[src/rtl/core/urc_pkg.sv]
// ----------------------------------------------------------------------------
// urc_pkg
// Shared types, constants and helper functions of the ultrasonic range
// controller.
// ----------------------------------------------------------------------------
package urc_pkg;

    // Width of the phase and echo counters.
    localparam int CNT_W = 16;
    localparam logic [CNT_W-1:0] CNT_MAX = {CNT_W{1'b1}};

    // Configuration register indexes (byte address is four times the index).
    localparam int CFG_ADDR_W = 4;
    localparam logic [1:0] REG_TRIGGER      = 2'd0;
    localparam logic [1:0] REG_RISE_TIMEOUT = 2'd1;
    localparam logic [1:0] REG_FALL_TIMEOUT = 2'd2;
    localparam logic [1:0] REG_GAP          = 2'd3;

    // Register reset values.
    localparam logic [7:0]  RST_TRIGGER      = 8'd10;
    localparam logic [15:0] RST_RISE_TIMEOUT = 16'd10000;
    localparam logic [15:0] RST_FALL_TIMEOUT = 16'd50000;
    localparam logic [15:0] RST_GAP          = 16'd1000;

    // Centimetres = floor(width * 17 / 1000), done as a multiply by a
    // rounded-up reciprocal (17 * 2^36 / 1000) and a shift. The rounding
    // error stays below 1/1000 for widths up to 24 bits.
    localparam int CM_MUL_W = 31;
    localparam logic [CM_MUL_W-1:0] CM_MUL = 31'd1168231105;
    localparam int CM_SHIFT = 36;
    localparam int CM_FULL_W = CNT_W + CM_MUL_W - CM_SHIFT;
    localparam int CM_W = 11;
    localparam logic [CM_W-1:0] CM_SAT = 11'd2047;

    // Inches = floor(cm * 50 / 127), multiply by ceil(50 * 2^20 / 127).
    localparam int IN_MUL_W = 19;
    localparam logic [IN_MUL_W-1:0] IN_MUL = 19'd412826;
    localparam int IN_SHIFT = 20;
    localparam int IN_FULL_W = CM_W + IN_MUL_W - IN_SHIFT;
    localparam int IN_W = 9;
    localparam logic [IN_W-1:0] IN_SAT = 9'd511;

    // Unit codes placed in the packed byte.
    localparam logic [7:0] CODE_CM   = 8'd2;
    localparam logic [7:0] CODE_INCH = 8'd1;

    // Ranging cycle phases.
    typedef enum logic [3:0] {
        PH_TRIGGER   = 4'b0001,
        PH_WAIT_RISE = 4'b0010,
        PH_MEASURE   = 4'b0100,
        PH_GAP       = 4'b1000
    } t_phase;

    // Configuration register contents.
    typedef struct packed {
        logic [7:0]  trigger_us;
        logic [15:0] rise_timeout_us;
        logic [15:0] fall_timeout_us;
        logic [15:0] gap_us;
    } t_cfg;

    // One tick's outcome leaving the sequencer, before unit conversion.
    typedef struct packed {
        logic             valid;
        logic             trigger_level;
        logic             report_valid;
        logic [CNT_W-1:0] width;
        logic             inch_mode;
    } t_tick;

    // One tick's outcome after centimetre conversion.
    typedef struct packed {
        logic            valid;
        logic            trigger_level;
        logic            report_valid;
        logic [CM_W-1:0] distance_cm;
        logic            inch_mode;
    } t_tick_cm;

    // One finished result.
    typedef struct packed {
        logic            trigger_level;
        logic            report_valid;
        logic [7:0]      packed_byte;
        logic [CM_W-1:0] distance_cm;
        logic [IN_W-1:0] distance_inch;
        logic            inch_mode;
    } t_result;

    // Counter increment that holds at the top of the range.
    function automatic logic [CNT_W-1:0] sat_inc(input logic [CNT_W-1:0] v);
        logic [CNT_W-1:0] r;
        r = (v == CNT_MAX) ? v : v + 1'b1;
        return r;
    endfunction

    // A limit register, with zero raised to one where asked, clipped to the
    // counter range.
    function automatic logic [CNT_W-1:0] clip_limit(input logic [15:0] v,
                                                    input logic at_least_one);
        logic [15:0] t;
        logic [CNT_W-1:0] r;
        t = (at_least_one && (v == 16'd0)) ? 16'd1 : v;
        if (32'(t) > 32'(CNT_MAX)) begin
            r = CNT_MAX;
        end else begin
            r = CNT_W'(t);
        end
        return r;
    endfunction

endpackage

[src/rtl/core/urc_in_if.sv]
// ----------------------------------------------------------------------------
// urc_in_if
// Tick channel: one request per microsecond with the echo level and button.
// ----------------------------------------------------------------------------
interface urc_in_if;
    logic valid;
    logic ready;
    logic echo_level;
    logic button_press;

    modport source (output valid, output echo_level, output button_press, input ready);
    modport sink   (input valid, input echo_level, input button_press, output ready);
endinterface

[src/rtl/core/urc_out_if.sv]
// ----------------------------------------------------------------------------
// urc_out_if
// Result channel: one request per tick with trigger level and report fields.
// ----------------------------------------------------------------------------
interface urc_out_if import urc_pkg::*; ();
    logic            valid;
    logic            ready;
    logic            trigger_level;
    logic            report_valid;
    logic [7:0]      packed_byte;
    logic [CM_W-1:0] distance_cm;
    logic [IN_W-1:0] distance_inch;
    logic            inch_mode;

    modport source (output valid, output trigger_level, output report_valid,
                    output packed_byte, output distance_cm, output distance_inch,
                    output inch_mode, input ready);
    modport sink   (input valid, input trigger_level, input report_valid,
                    input packed_byte, input distance_cm, input distance_inch,
                    input inch_mode, output ready);
endinterface

[src/rtl/core/urc_cfg.sv]
// ----------------------------------------------------------------------------
// urc_cfg
// APB register file holding the trigger length, both timeouts and the gap.
// ----------------------------------------------------------------------------
module urc_cfg import urc_pkg::*; (
    input  logic                  i_clk,
    input  logic                  i_rst_n,
    input  logic                  psel,
    input  logic                  penable,
    input  logic                  pwrite,
    input  logic [CFG_ADDR_W-1:0] paddr,
    input  logic [31:0]           pwdata,
    output logic [31:0]           prdata,
    output logic                  pready,
    output t_cfg                  o_cfg
);

    t_cfg       r_cfg;
    logic       wr_en;
    logic [1:0] reg_idx;

    assign pready  = 1'b1;
    assign wr_en   = psel && penable && pwrite;
    assign reg_idx = paddr[CFG_ADDR_W-1:2];
    assign o_cfg   = r_cfg;

    // Register writes in the access cycle.
    always_ff @(posedge i_clk) begin
        if (!i_rst_n) begin
            r_cfg.trigger_us      <= RST_TRIGGER;
            r_cfg.rise_timeout_us <= RST_RISE_TIMEOUT;
            r_cfg.fall_timeout_us <= RST_FALL_TIMEOUT;
            r_cfg.gap_us          <= RST_GAP;
        end else if (wr_en) begin
            case (reg_idx)
                REG_TRIGGER:      r_cfg.trigger_us      <= pwdata[7:0];
                REG_RISE_TIMEOUT: r_cfg.rise_timeout_us <= pwdata[15:0];
                REG_FALL_TIMEOUT: r_cfg.fall_timeout_us <= pwdata[15:0];
                REG_GAP:          r_cfg.gap_us          <= pwdata[15:0];
                default: begin
                end
            endcase
        end
    end

    // Read data, zero-extended to the bus width.
    always_comb begin
        case (reg_idx)
            REG_TRIGGER:      prdata = {24'd0, r_cfg.trigger_us};
            REG_RISE_TIMEOUT: prdata = {16'd0, r_cfg.rise_timeout_us};
            REG_FALL_TIMEOUT: prdata = {16'd0, r_cfg.fall_timeout_us};
            REG_GAP:          prdata = {16'd0, r_cfg.gap_us};
            default:          prdata = 32'd0;
        endcase
    end

endmodule

[src/rtl/core/urc_seq.sv]
// ----------------------------------------------------------------------------
// urc_seq
// Input register and ranging sequencer: trigger, wait for echo, measure the
// echo width, report and gap, one tick per cycle while enabled.
// ----------------------------------------------------------------------------
module urc_seq import urc_pkg::*; (
    input  logic i_clk,
    input  logic i_rst_n,
    input  logic i_en,
    input  logic i_valid,
    input  logic i_echo,
    input  logic i_button,
    input  t_cfg i_cfg,
    output t_tick o_tick
);

    // Input register.
    logic r_in_valid;
    logic r_in_echo;
    logic r_in_button;

    // Sequencer state.
    t_phase           r_phase,   n_phase;
    logic [CNT_W-1:0] r_count,   n_count;
    logic [CNT_W-1:0] r_width,   n_width;
    logic             r_pending, n_pending;
    logic             r_unit,    n_unit;

    // Tick result register.
    t_tick r_tick, n_tick;

    logic [CNT_W-1:0] count_inc;
    logic [CNT_W-1:0] width_inc;
    logic [CNT_W-1:0] lim_trigger;
    logic [CNT_W-1:0] lim_rise;
    logic [CNT_W-1:0] lim_fall;
    logic [CNT_W-1:0] lim_gap;
    logic             do_report;
    logic [CNT_W-1:0] rpt_width;
    logic             step;

    assign step        = i_en && r_in_valid;
    assign count_inc   = sat_inc(r_count);
    assign width_inc   = sat_inc(r_width);
    assign lim_trigger = clip_limit({8'd0, i_cfg.trigger_us}, 1'b1);
    assign lim_rise    = clip_limit(i_cfg.rise_timeout_us, 1'b1);
    assign lim_fall    = clip_limit(i_cfg.fall_timeout_us, 1'b1);
    assign lim_gap     = clip_limit(i_cfg.gap_us, 1'b0);
    assign o_tick      = r_tick;

    // Next-state logic for one tick.
    always_comb begin
        n_phase   = r_phase;
        n_count   = r_count;
        n_width   = r_width;
        n_pending = r_pending | r_in_button;
        n_unit    = r_unit;
        do_report = 1'b0;
        rpt_width = '0;
        n_tick    = '0;

        case (r_phase)
            PH_TRIGGER: begin
                n_tick.trigger_level = 1'b1;
                n_count = count_inc;
                if (count_inc >= lim_trigger) begin
                    n_phase = PH_WAIT_RISE;
                    n_count = '0;
                end
            end
            PH_WAIT_RISE: begin
                if (r_in_echo) begin
                    n_phase = PH_MEASURE;
                    n_count = '0;
                    n_width = '0;
                end else begin
                    n_count = count_inc;
                    if (count_inc >= lim_rise) begin
                        n_width   = '0;
                        do_report = 1'b1;
                    end
                end
            end
            PH_MEASURE: begin
                if (r_in_echo) begin
                    n_width = width_inc;
                    if (width_inc >= lim_fall) begin
                        do_report = 1'b1;
                        rpt_width = width_inc;
                    end
                end else begin
                    do_report = 1'b1;
                    rpt_width = r_width;
                end
            end
            PH_GAP: begin
                n_count = count_inc;
                if (count_inc >= lim_gap) begin
                    n_phase = PH_TRIGGER;
                    n_count = '0;
                end
            end
            default: begin
                n_phase = PH_TRIGGER;
                n_count = '0;
            end
        endcase

        // A report applies any pending unit toggle and starts the gap, or the trigger when the gap is zero.
        if (do_report) begin
            if (n_pending) begin
                n_unit    = ~r_unit;
                n_pending = 1'b0;
            end
            n_count = '0;
            n_phase = (i_cfg.gap_us == 16'd0) ? PH_TRIGGER : PH_GAP;
        end

        n_tick.valid        = r_in_valid;
        n_tick.report_valid = do_report;
        n_tick.width        = rpt_width;
        n_tick.inch_mode    = n_unit;
    end

    // Control registers and the tick result register.
    always_ff @(posedge i_clk) begin
        if (!i_rst_n) begin
            r_in_valid   <= 1'b0;
            r_tick.valid <= 1'b0;
            r_phase      <= PH_TRIGGER;
            r_count      <= '0;
            r_width      <= '0;
            r_pending    <= 1'b0;
            r_unit       <= 1'b0;
        end else if (i_en) begin
            r_in_valid <= i_valid;
            r_tick     <= n_tick;
            if (step) begin
                r_phase   <= n_phase;
                r_count   <= n_count;
                r_width   <= n_width;
                r_pending <= n_pending;
                r_unit    <= n_unit;
            end
        end
    end

    // Input payload registers.
    always_ff @(posedge i_clk) begin
        if (i_en) begin
            r_in_echo   <= i_echo;
            r_in_button <= i_button;
        end
    end

endmodule

[src/rtl/core/urc_conv.sv]
// ----------------------------------------------------------------------------
// urc_conv
// Unit conversion: echo width to centimetres (registered), then inches and
// the packed report byte.
// ----------------------------------------------------------------------------
module urc_conv import urc_pkg::*; (
    input  logic    i_clk,
    input  logic    i_rst_n,
    input  logic    i_en,
    input  t_tick   i_tick,
    output logic    o_push,
    output t_result o_result
);

    t_tick_cm r_cm;

    logic [CNT_W+CM_MUL_W-1:0] cm_prod;
    logic [CM_FULL_W-1:0]      cm_full;
    logic [CM_W-1:0]           cm_sat;
    logic [CM_W+IN_MUL_W-1:0]  in_prod;
    logic [IN_FULL_W-1:0]      in_full;
    logic [IN_W-1:0]           in_sat;
    logic [CM_W-1:0]           value;
    logic [7:0]                code;
    logic [10:0]               byte_sum;

    // Centimetres by reciprocal multiply, saturated to the output range.
    always_comb begin
        cm_prod = (CNT_W+CM_MUL_W)'(i_tick.width) * (CNT_W+CM_MUL_W)'(CM_MUL);
        cm_full = cm_prod[CNT_W+CM_MUL_W-1:CM_SHIFT];
        if (32'(cm_full) > 32'(CM_SAT)) begin
            cm_sat = CM_SAT;
        end else begin
            cm_sat = CM_W'(cm_full);
        end
    end

    // Centimetre stage register.
    always_ff @(posedge i_clk) begin
        if (!i_rst_n) begin
            r_cm.valid <= 1'b0;
        end else if (i_en) begin
            r_cm.valid         <= i_tick.valid;
            r_cm.trigger_level <= i_tick.trigger_level;
            r_cm.report_valid  <= i_tick.report_valid;
            r_cm.distance_cm   <= cm_sat;
            r_cm.inch_mode     <= i_tick.inch_mode;
        end
    end

    // Inches by reciprocal multiply, saturated to the output range.
    always_comb begin
        in_prod = (CM_W+IN_MUL_W)'(r_cm.distance_cm) * (CM_W+IN_MUL_W)'(IN_MUL);
        in_full = in_prod[CM_W+IN_MUL_W-1:IN_SHIFT];
        if (32'(in_full) > 32'(IN_SAT)) begin
            in_sat = IN_SAT;
        end else begin
            in_sat = IN_W'(in_full);
        end
    end

    // Packed byte: low byte of the value times ten plus the unit code.
    always_comb begin
        value    = r_cm.inch_mode ? CM_W'(in_sat) : r_cm.distance_cm;
        code     = r_cm.inch_mode ? CODE_INCH : CODE_CM;
        byte_sum = {value[7:0], 3'b000} + {2'b00, value[7:0], 1'b0} + {3'b000, code};
    end

    // Result item; report fields are zero on ticks without a report.
    always_comb begin
        o_push                 = i_en && r_cm.valid;
        o_result.trigger_level = r_cm.trigger_level;
        o_result.report_valid  = r_cm.report_valid;
        o_result.inch_mode     = r_cm.inch_mode;
        if (r_cm.report_valid) begin
            o_result.packed_byte   = byte_sum[7:0];
            o_result.distance_cm   = r_cm.distance_cm;
            o_result.distance_inch = in_sat;
        end else begin
            o_result.packed_byte   = 8'd0;
            o_result.distance_cm   = '0;
            o_result.distance_inch = '0;
        end
    end

endmodule

[src/rtl/core/urc_outq.sv]
// ----------------------------------------------------------------------------
// urc_outq
// Two-entry result queue that decouples the pipeline from the receiver.
// ----------------------------------------------------------------------------
module urc_outq import urc_pkg::*; (
    input  logic         i_clk,
    input  logic         i_rst_n,
    input  logic         i_push,
    input  t_result      i_result,
    output logic         o_full,
    urc_out_if.source    o_out
);

    t_result    r_q [2];
    logic       r_wp;
    logic       r_rp;
    logic [1:0] r_cnt;
    logic [1:0] n_cnt;
    logic       pop;
    t_result    head;

    assign o_full = (r_cnt == 2'd2);
    assign pop    = o_out.valid && o_out.ready;
    assign head   = r_q[r_rp];

    // Occupancy follows pushes and pops.
    always_comb begin
        n_cnt = r_cnt;
        if (i_push && !pop) begin
            n_cnt = r_cnt + 2'd1;
        end else if (!i_push && pop) begin
            n_cnt = r_cnt - 2'd1;
        end
    end

    // Pointers and count.
    always_ff @(posedge i_clk) begin
        if (!i_rst_n) begin
            r_wp  <= 1'b0;
            r_rp  <= 1'b0;
            r_cnt <= 2'd0;
        end else begin
            r_cnt <= n_cnt;
            if (i_push) begin
                r_wp <= ~r_wp;
            end
            if (pop) begin
                r_rp <= ~r_rp;
            end
        end
    end

    // Entry storage.
    always_ff @(posedge i_clk) begin
        if (i_push) begin
            r_q[r_wp] <= i_result;
        end
    end

    // Head entry on the result channel.
    assign o_out.valid         = (r_cnt != 2'd0);
    assign o_out.trigger_level = head.trigger_level;
    assign o_out.report_valid  = head.report_valid;
    assign o_out.packed_byte   = head.packed_byte;
    assign o_out.distance_cm   = head.distance_cm;
    assign o_out.distance_inch = head.distance_inch;
    assign o_out.inch_mode     = head.inch_mode;

endmodule

[src/rtl/core/ultrasonic_range_controller.sv]
// ----------------------------------------------------------------------------
// ultrasonic_range_controller
// HC-SR04 style ranging controller: trigger pulse, echo timing with
// timeouts, conversion to centimetres and inches, unit toggle, packed byte.
//
// Usage:
//   i_in carries one request per microsecond tick (echo level, button event).
//   o_out returns exactly one request per tick: trigger level to drive, and
//   on report ticks the distance in both units and the packed byte.
//   The APB port holds trigger length, rise and fall timeouts and the gap;
//   write it only while no tick is in flight.
// Pipeline:
//   One tick is accepted every cycle while the result queue has room. A
//   tick passes through the input register, the sequencer register, the
//   centimetre multiplier register and the result queue before its result
//   is offered on o_out.
// Reset:
//   Synchronous, active low. Registers return to their defaults, the
//   sequencer restarts in the trigger phase in centimetre mode, and all
//   in-flight ticks are dropped.
// Stall:
//   A two-entry result queue absorbs a stalled receiver; once it is full
//   the whole pipeline holds and i_in.ready drops until a result is taken.
// ----------------------------------------------------------------------------
module ultrasonic_range_controller import urc_pkg::*; (
    input  logic                  i_clk,
    input  logic                  i_rst_n,
    urc_in_if.sink                i_in,
    urc_out_if.source             o_out,
    input  logic                  psel,
    input  logic                  penable,
    input  logic                  pwrite,
    input  logic [CFG_ADDR_W-1:0] paddr,
    input  logic [31:0]           pwdata,
    output logic [31:0]           prdata,
    output logic                  pready
);

    t_cfg    cfg;
    t_tick   tick;
    t_result result;
    logic    push;
    logic    full;
    logic    en;

    // The pipeline moves whenever the result queue has room.
    assign en         = !full;
    assign i_in.ready = en;

    urc_cfg u_cfg (
        .i_clk   (i_clk),
        .i_rst_n (i_rst_n),
        .psel    (psel),
        .penable (penable),
        .pwrite  (pwrite),
        .paddr   (paddr),
        .pwdata  (pwdata),
        .prdata  (prdata),
        .pready  (pready),
        .o_cfg   (cfg)
    );

    urc_seq u_seq (
        .i_clk    (i_clk),
        .i_rst_n  (i_rst_n),
        .i_en     (en),
        .i_valid  (i_in.valid),
        .i_echo   (i_in.echo_level),
        .i_button (i_in.button_press),
        .i_cfg    (cfg),
        .o_tick   (tick)
    );

    urc_conv u_conv (
        .i_clk    (i_clk),
        .i_rst_n  (i_rst_n),
        .i_en     (en),
        .i_tick   (tick),
        .o_push   (push),
        .o_result (result)
    );

    urc_outq u_outq (
        .i_clk    (i_clk),
        .i_rst_n  (i_rst_n),
        .i_push   (push),
        .i_result (result),
        .o_full   (full),
        .o_out    (o_out)
    );

endmodule

[src/flat_wrapper.sv]
// flat-port wrapper written by rule: the top's interface ports become plain ports
module ultrasonic_range_controller_flat import urc_pkg::*;
  (i_clk, i_rst_n, psel, penable, pwrite, paddr, pwdata, prdata, pready, i_in_valid, i_in_echo_level, i_in_button_press, i_in_ready, o_out_valid, o_out_trigger_level, o_out_report_valid, o_out_packed_byte, o_out_distance_cm, o_out_distance_inch, o_out_inch_mode, o_out_ready);
  urc_in_if i_in_i ();
  urc_out_if o_out_i ();
  input  logic i_clk;
  input  logic i_rst_n;
  input  logic psel;
  input  logic penable;
  input  logic pwrite;
  input  logic [CFG_ADDR_W-1:0] paddr;
  input  logic [31:0] pwdata;
  output logic [31:0] prdata;
  output logic pready;
  input wire logic [$bits(i_in_i.valid)-1:0] i_in_valid;
  input wire logic [$bits(i_in_i.echo_level)-1:0] i_in_echo_level;
  input wire logic [$bits(i_in_i.button_press)-1:0] i_in_button_press;
  output wire logic [$bits(i_in_i.ready)-1:0] i_in_ready;
  output wire logic [$bits(o_out_i.valid)-1:0] o_out_valid;
  output wire logic [$bits(o_out_i.trigger_level)-1:0] o_out_trigger_level;
  output wire logic [$bits(o_out_i.report_valid)-1:0] o_out_report_valid;
  output wire logic [$bits(o_out_i.packed_byte)-1:0] o_out_packed_byte;
  output wire logic [$bits(o_out_i.distance_cm)-1:0] o_out_distance_cm;
  output wire logic [$bits(o_out_i.distance_inch)-1:0] o_out_distance_inch;
  output wire logic [$bits(o_out_i.inch_mode)-1:0] o_out_inch_mode;
  input wire logic [$bits(o_out_i.ready)-1:0] o_out_ready;
  assign i_in_i.valid = i_in_valid;
  assign i_in_i.echo_level = i_in_echo_level;
  assign i_in_i.button_press = i_in_button_press;
  assign i_in_ready = i_in_i.ready;
  assign o_out_valid = o_out_i.valid;
  assign o_out_trigger_level = o_out_i.trigger_level;
  assign o_out_report_valid = o_out_i.report_valid;
  assign o_out_packed_byte = o_out_i.packed_byte;
  assign o_out_distance_cm = o_out_i.distance_cm;
  assign o_out_distance_inch = o_out_i.distance_inch;
  assign o_out_inch_mode = o_out_i.inch_mode;
  assign o_out_i.ready = o_out_ready;
  ultrasonic_range_controller u_core (.i_clk(i_clk), .i_rst_n(i_rst_n), .i_in(i_in_i), .o_out(o_out_i), .psel(psel), .penable(penable), .pwrite(pwrite), .paddr(paddr), .pwdata(pwdata), .prdata(prdata), .pready(pready));
endmodule
[config.mk]
export PLATFORM = sky130hd
export DESIGN_NAME = ultrasonic_range_controller_flat
export DESIGN_NICKNAME = d
export VERILOG_FILES = /design/src/rtl/core/urc_pkg.sv /design/src/rtl/core/urc_in_if.sv /design/src/rtl/core/urc_out_if.sv /design/src/rtl/core/urc_cfg.sv /design/src/rtl/core/urc_seq.sv /design/src/rtl/core/urc_conv.sv /design/src/rtl/core/urc_outq.sv /design/src/rtl/core/ultrasonic_range_controller.sv /design/src/flat_wrapper.sv
export SDC_FILE = /design/constraint.sdc
export NUM_CORES = 1
export LEC_CHECK = 0
export BUFFER_PORTS_ARGS = -buffer_cell sky130_fd_sc_hd__buf_4
export CORE_ASPECT_RATIO = 0.75
export CORE_UTILIZATION = 32
export DETAILED_ROUTE_END_ITERATION = 10
export SLEW_MARGIN = 0
export SYNTH_ARGS = -nofsm -noshare
export SYNTH_HDL_FRONTEND = slang
export SYNTH_SLANG_ARGS = --single-unit
[constraint.sdc]
create_clock -name i_clk -period 6.5 [get_ports i_clk]
set_input_delay 1.3 -clock i_clk [delete_from_list [all_inputs] [get_ports i_clk]]
set_output_delay 1.3 -clock i_clk [all_outputs]
set_load 0.05 [all_outputs]
==> results.sh <==
export IMPL_clk_path_buf_depth=2
export IMPL_track_usage=0.1641
export IMPL_yosysWarnings=0
export IMPL_slowest_delay_ns=0.52
export IMPL_final_cell_count_no_fill=2914
export IMPL_netlist_area_sq_mm=0.01974
export IMPL_path_clk_slew_ns=0.08
export IMPL_first_pass_iters=5
export IMPL_fp_coreArea_sq_mm=0.06070
export IMPL_io_pins=111
export IMPL_cts_root_buf="clkbuf_16"
export IMPL_ys_flop_type="dfxtp_1"
export IMPL_synth_edff_count=97
export IMPL_dr_total_vias=14540
export IMPL_postPlaceCellArea_sq_mm=0.02147
export IMPL_cp_max_fo=5
export IMPL_insertion_delay_ns=0.47
export IMPL_start_util=0.3251
export IMPL_tritoncts="built"
export IMPL_synth_cell_type_count=80
export IMPL_die_area_sq_mm=0.06268
export IMPL_wl_um=50300
export IMPL_antenna_cells=0
export IMPL_die_y_um=217.1
export IMPL_ys_seq_area_frac=0.2511
export IMPL_antenna_found_initial=0
export IMPL_ys_ff_latch=199
export IMPL_fin_crit_sh=0.9642
export IMPL_cts_inserted_buffers=17
export IMPL_fp_row_count=78
export IMPL_grt_pass1_wl_um=80540
export IMPL_cp_end_kind="flip-flop"
export IMPL_dp_hpwl_um=40780
export IMPL_status="complete, no violations"
export IMPL_ant_nets=0
export IMPL_layout_drive_gt1_share=0.1178
export IMPL_cp_arrival_ns=6.58
export IMPL_timing_final_hold_violations=0
export IMPL_r2r_slack_ns=0.23
export IMPL_drv_cap=0
export IMPL_cp_slowest_cell="fa_1"
export IMPL_cts_htree_levels=4
export IMPL_reg2reg_depth=26
export IMPL_dpl_cell_count=2880
export IMPL_final_max_slew_viol_count=0
export IMPL_vias_per_cell=4.989
export IMPL_cts_hold_buf=0
export IMPL_clock_skew_ns=0.02063
export IMPL_drcViolationCount=0
export IMPL_fillers=6038
export IMPL_final_nets=2640
export IMPL_path_class="flip-flop to flip-flop"
export IMPL_netlist_instances=2000
export IMPL_die_x_um=288.8
export IMPL_finalCriticalPeriod_ns=6.267
export IMPL_grt_max_degree=70
export IMPL_hp_class="flip-flop to flip-flop"
export IMPL_gr_total_overflow=0
export IMPL_place_ws_ns=-0.1466
export IMPL_synthArstFlopShare=0
export IMPL_cts_sinks=199
export IMPL_cp_start_kind="flip-flop"
export IMPL_grt_pass1_vias=14670
export IMPL_wl_per_cell_um=17.26
export IMPL_area_growth_synth_to_final_pct=12.55
export IMPL_drtIter0Drc=1077
export IMPL_cp_data_required_time_ns=6.81
export IMPL_hold_path_depth=0
export IMPL_relSlewSlack=0.3108
export IMPL_tightest_slew_ns=1.032
export IMPL_gp_congestion=0.9387
export IMPL_fmax_mhz=159.6
export IMPL_io_buffers=75
export IMPL_timing_final_ws_setup_ns=0.2326
export IMPL_setup_viol=0
export IMPL_design_area_sq_mm=0.02221
export IMPL_avgSynthCellArea_sq_um=9.868
==> final cells by class <==
type	instances	area [sq um]	share of cell area
inverter	342	1284	0.05780
timing repair buffer	137	1028	0.04630
clock buffer	17	425.4	0.01915
sequential	199	4955	0.2231
clock inverter	15	193.9	0.008731
tap	800	1001	0.04507
multi-input combinational	1404	13320	0.5999
==> kinds of logic (layout without fill, tap and decap cells) <==
family,after synthesis,in the layout,share of synthesized area
other,2,17,0.0003805
AOI/OAI and AO/OA,349,349,0.1200
buffers and inverters,412,511,0.08210
xor gates and xnor gates,45,45,0.02067
DFF,199,199,0.2511
and+or+nand+nor,434,434,0.1097
adders and majority gates,494,494,0.3756
muxes,65,65,0.04058
==> path summary, 6_finish.rpt <==
| kind | from | to |
|---|---|---|
| worst max-delay path | u_core.u_conv.r_cm[10] | u_core.u_outq.r_q[0][28] |
| worst min-delay path | u_core.u_seq.o_tick[0] | u_core.u_conv.o_result[0] |
| worst max register to register | u_core.u_conv.r_cm[10] | u_core.u_outq.r_q[0][28] |
| worst min register to register | u_core.u_seq.o_tick[0] | u_core.u_conv.o_result[0] |
==> metrics by stage <==
step / setup TNS [ns] / util / hold slack, ns
floorplan: 0 / - / 0.4003
global placement: -0.1282 / 0.3537 / 0.4061
detailed placement: -0.2932 / 0.3537 / 0.4081
CTS: 0 / 0.3646 / 0.4278
global route: -0.05463 / 0.3659 / 0.4429
finish: 0 / 0.3659 / 0.4280
==> layer usage <==
metal	global-route usage	vias up	share of wire
li1	-	7028	-
met1	0.2473	7085	0.51
met2	0.2372	378	0.42
met3	0.03711	47	0.063
met4	0.03246	0	0.011
met5	0	-	0
==> cells in the final DEF, fill, tap and decap left out, drive strengths merged, types with 5 or more instances in the layout <==
cell      n
o22ai     7
conb     17
buf     137
nor3     19
mux4      8
a21boi   37
a32o     10
dfxtp   102
or3       6
edfxtp   97
xor2     16
inv     352
nor2     63
xnor2    28
ha      330
and4      6
and3     13
mux2i    20
o31ai     7
nand2   163
clkinv    5
nor2b    31
o221ai    6
a22oi     5
and2     28
a21o     43
o211ai   22
nor4     13
o21a      6
a31oi    11
clkbuf   17
a21oi    84
nand4    19
a22o      9
a211oi    7
fa      164
mux2     37
nand2b   14
nand3    42
o21ai    56
==> Yosys cell counts, types with 41 or more instances <==
master	count	area, sq um
edfxtp_1	97	2913
clkbuf_1	41	153.9
dfxtp_1	102	2042
o21ai_0	51	255.2
fa_1	164	3283
ha_1	330	4129
a21oi_1	84	420.4
nand2_1	162	608.1
a21o_1	43	322.8
nand3_1	42	210.2
nor2_1	63	236.5
inv_1	342	1284
==> flip-flops by register name, summed over array words and instances, names as in the netlist, 2 cells and up, named ones only <==
signal and cells:
u_core.u_outq.r_cnt 2, u_core.u_conv.r_cm 12, u_core.u_seq.r_phase 4, u_core.u_outq.r_q 62, u_core.u_cfg.o_cfg 56, u_core.u_seq.r_count 16, u_core.u_conv.o_result 3, u_core.u_seq.o_tick 20
u_core.u_seq.r_width 16
==> worst max-delay path: cells and delay by family (launching register included) <==
kind            cells  cell delay (ns)
compound gates      9             1.38
fa+ha+maj           7             2.88
flops               1             0.45
xor+xnor            1             0.32
buf+inv             5             0.39
simple gates        3             0.31
mux                 1             0.38
==> what timing repair did <==
action	CTS	global route
endpoints found under the setup margin	2	6
pin swaps	2	9
resized for setup	9	11
setup buffers	1	1
Power is not shown: default switching activity piles up to over one toggle a cycle in this logic, so the estimate is an artifact.
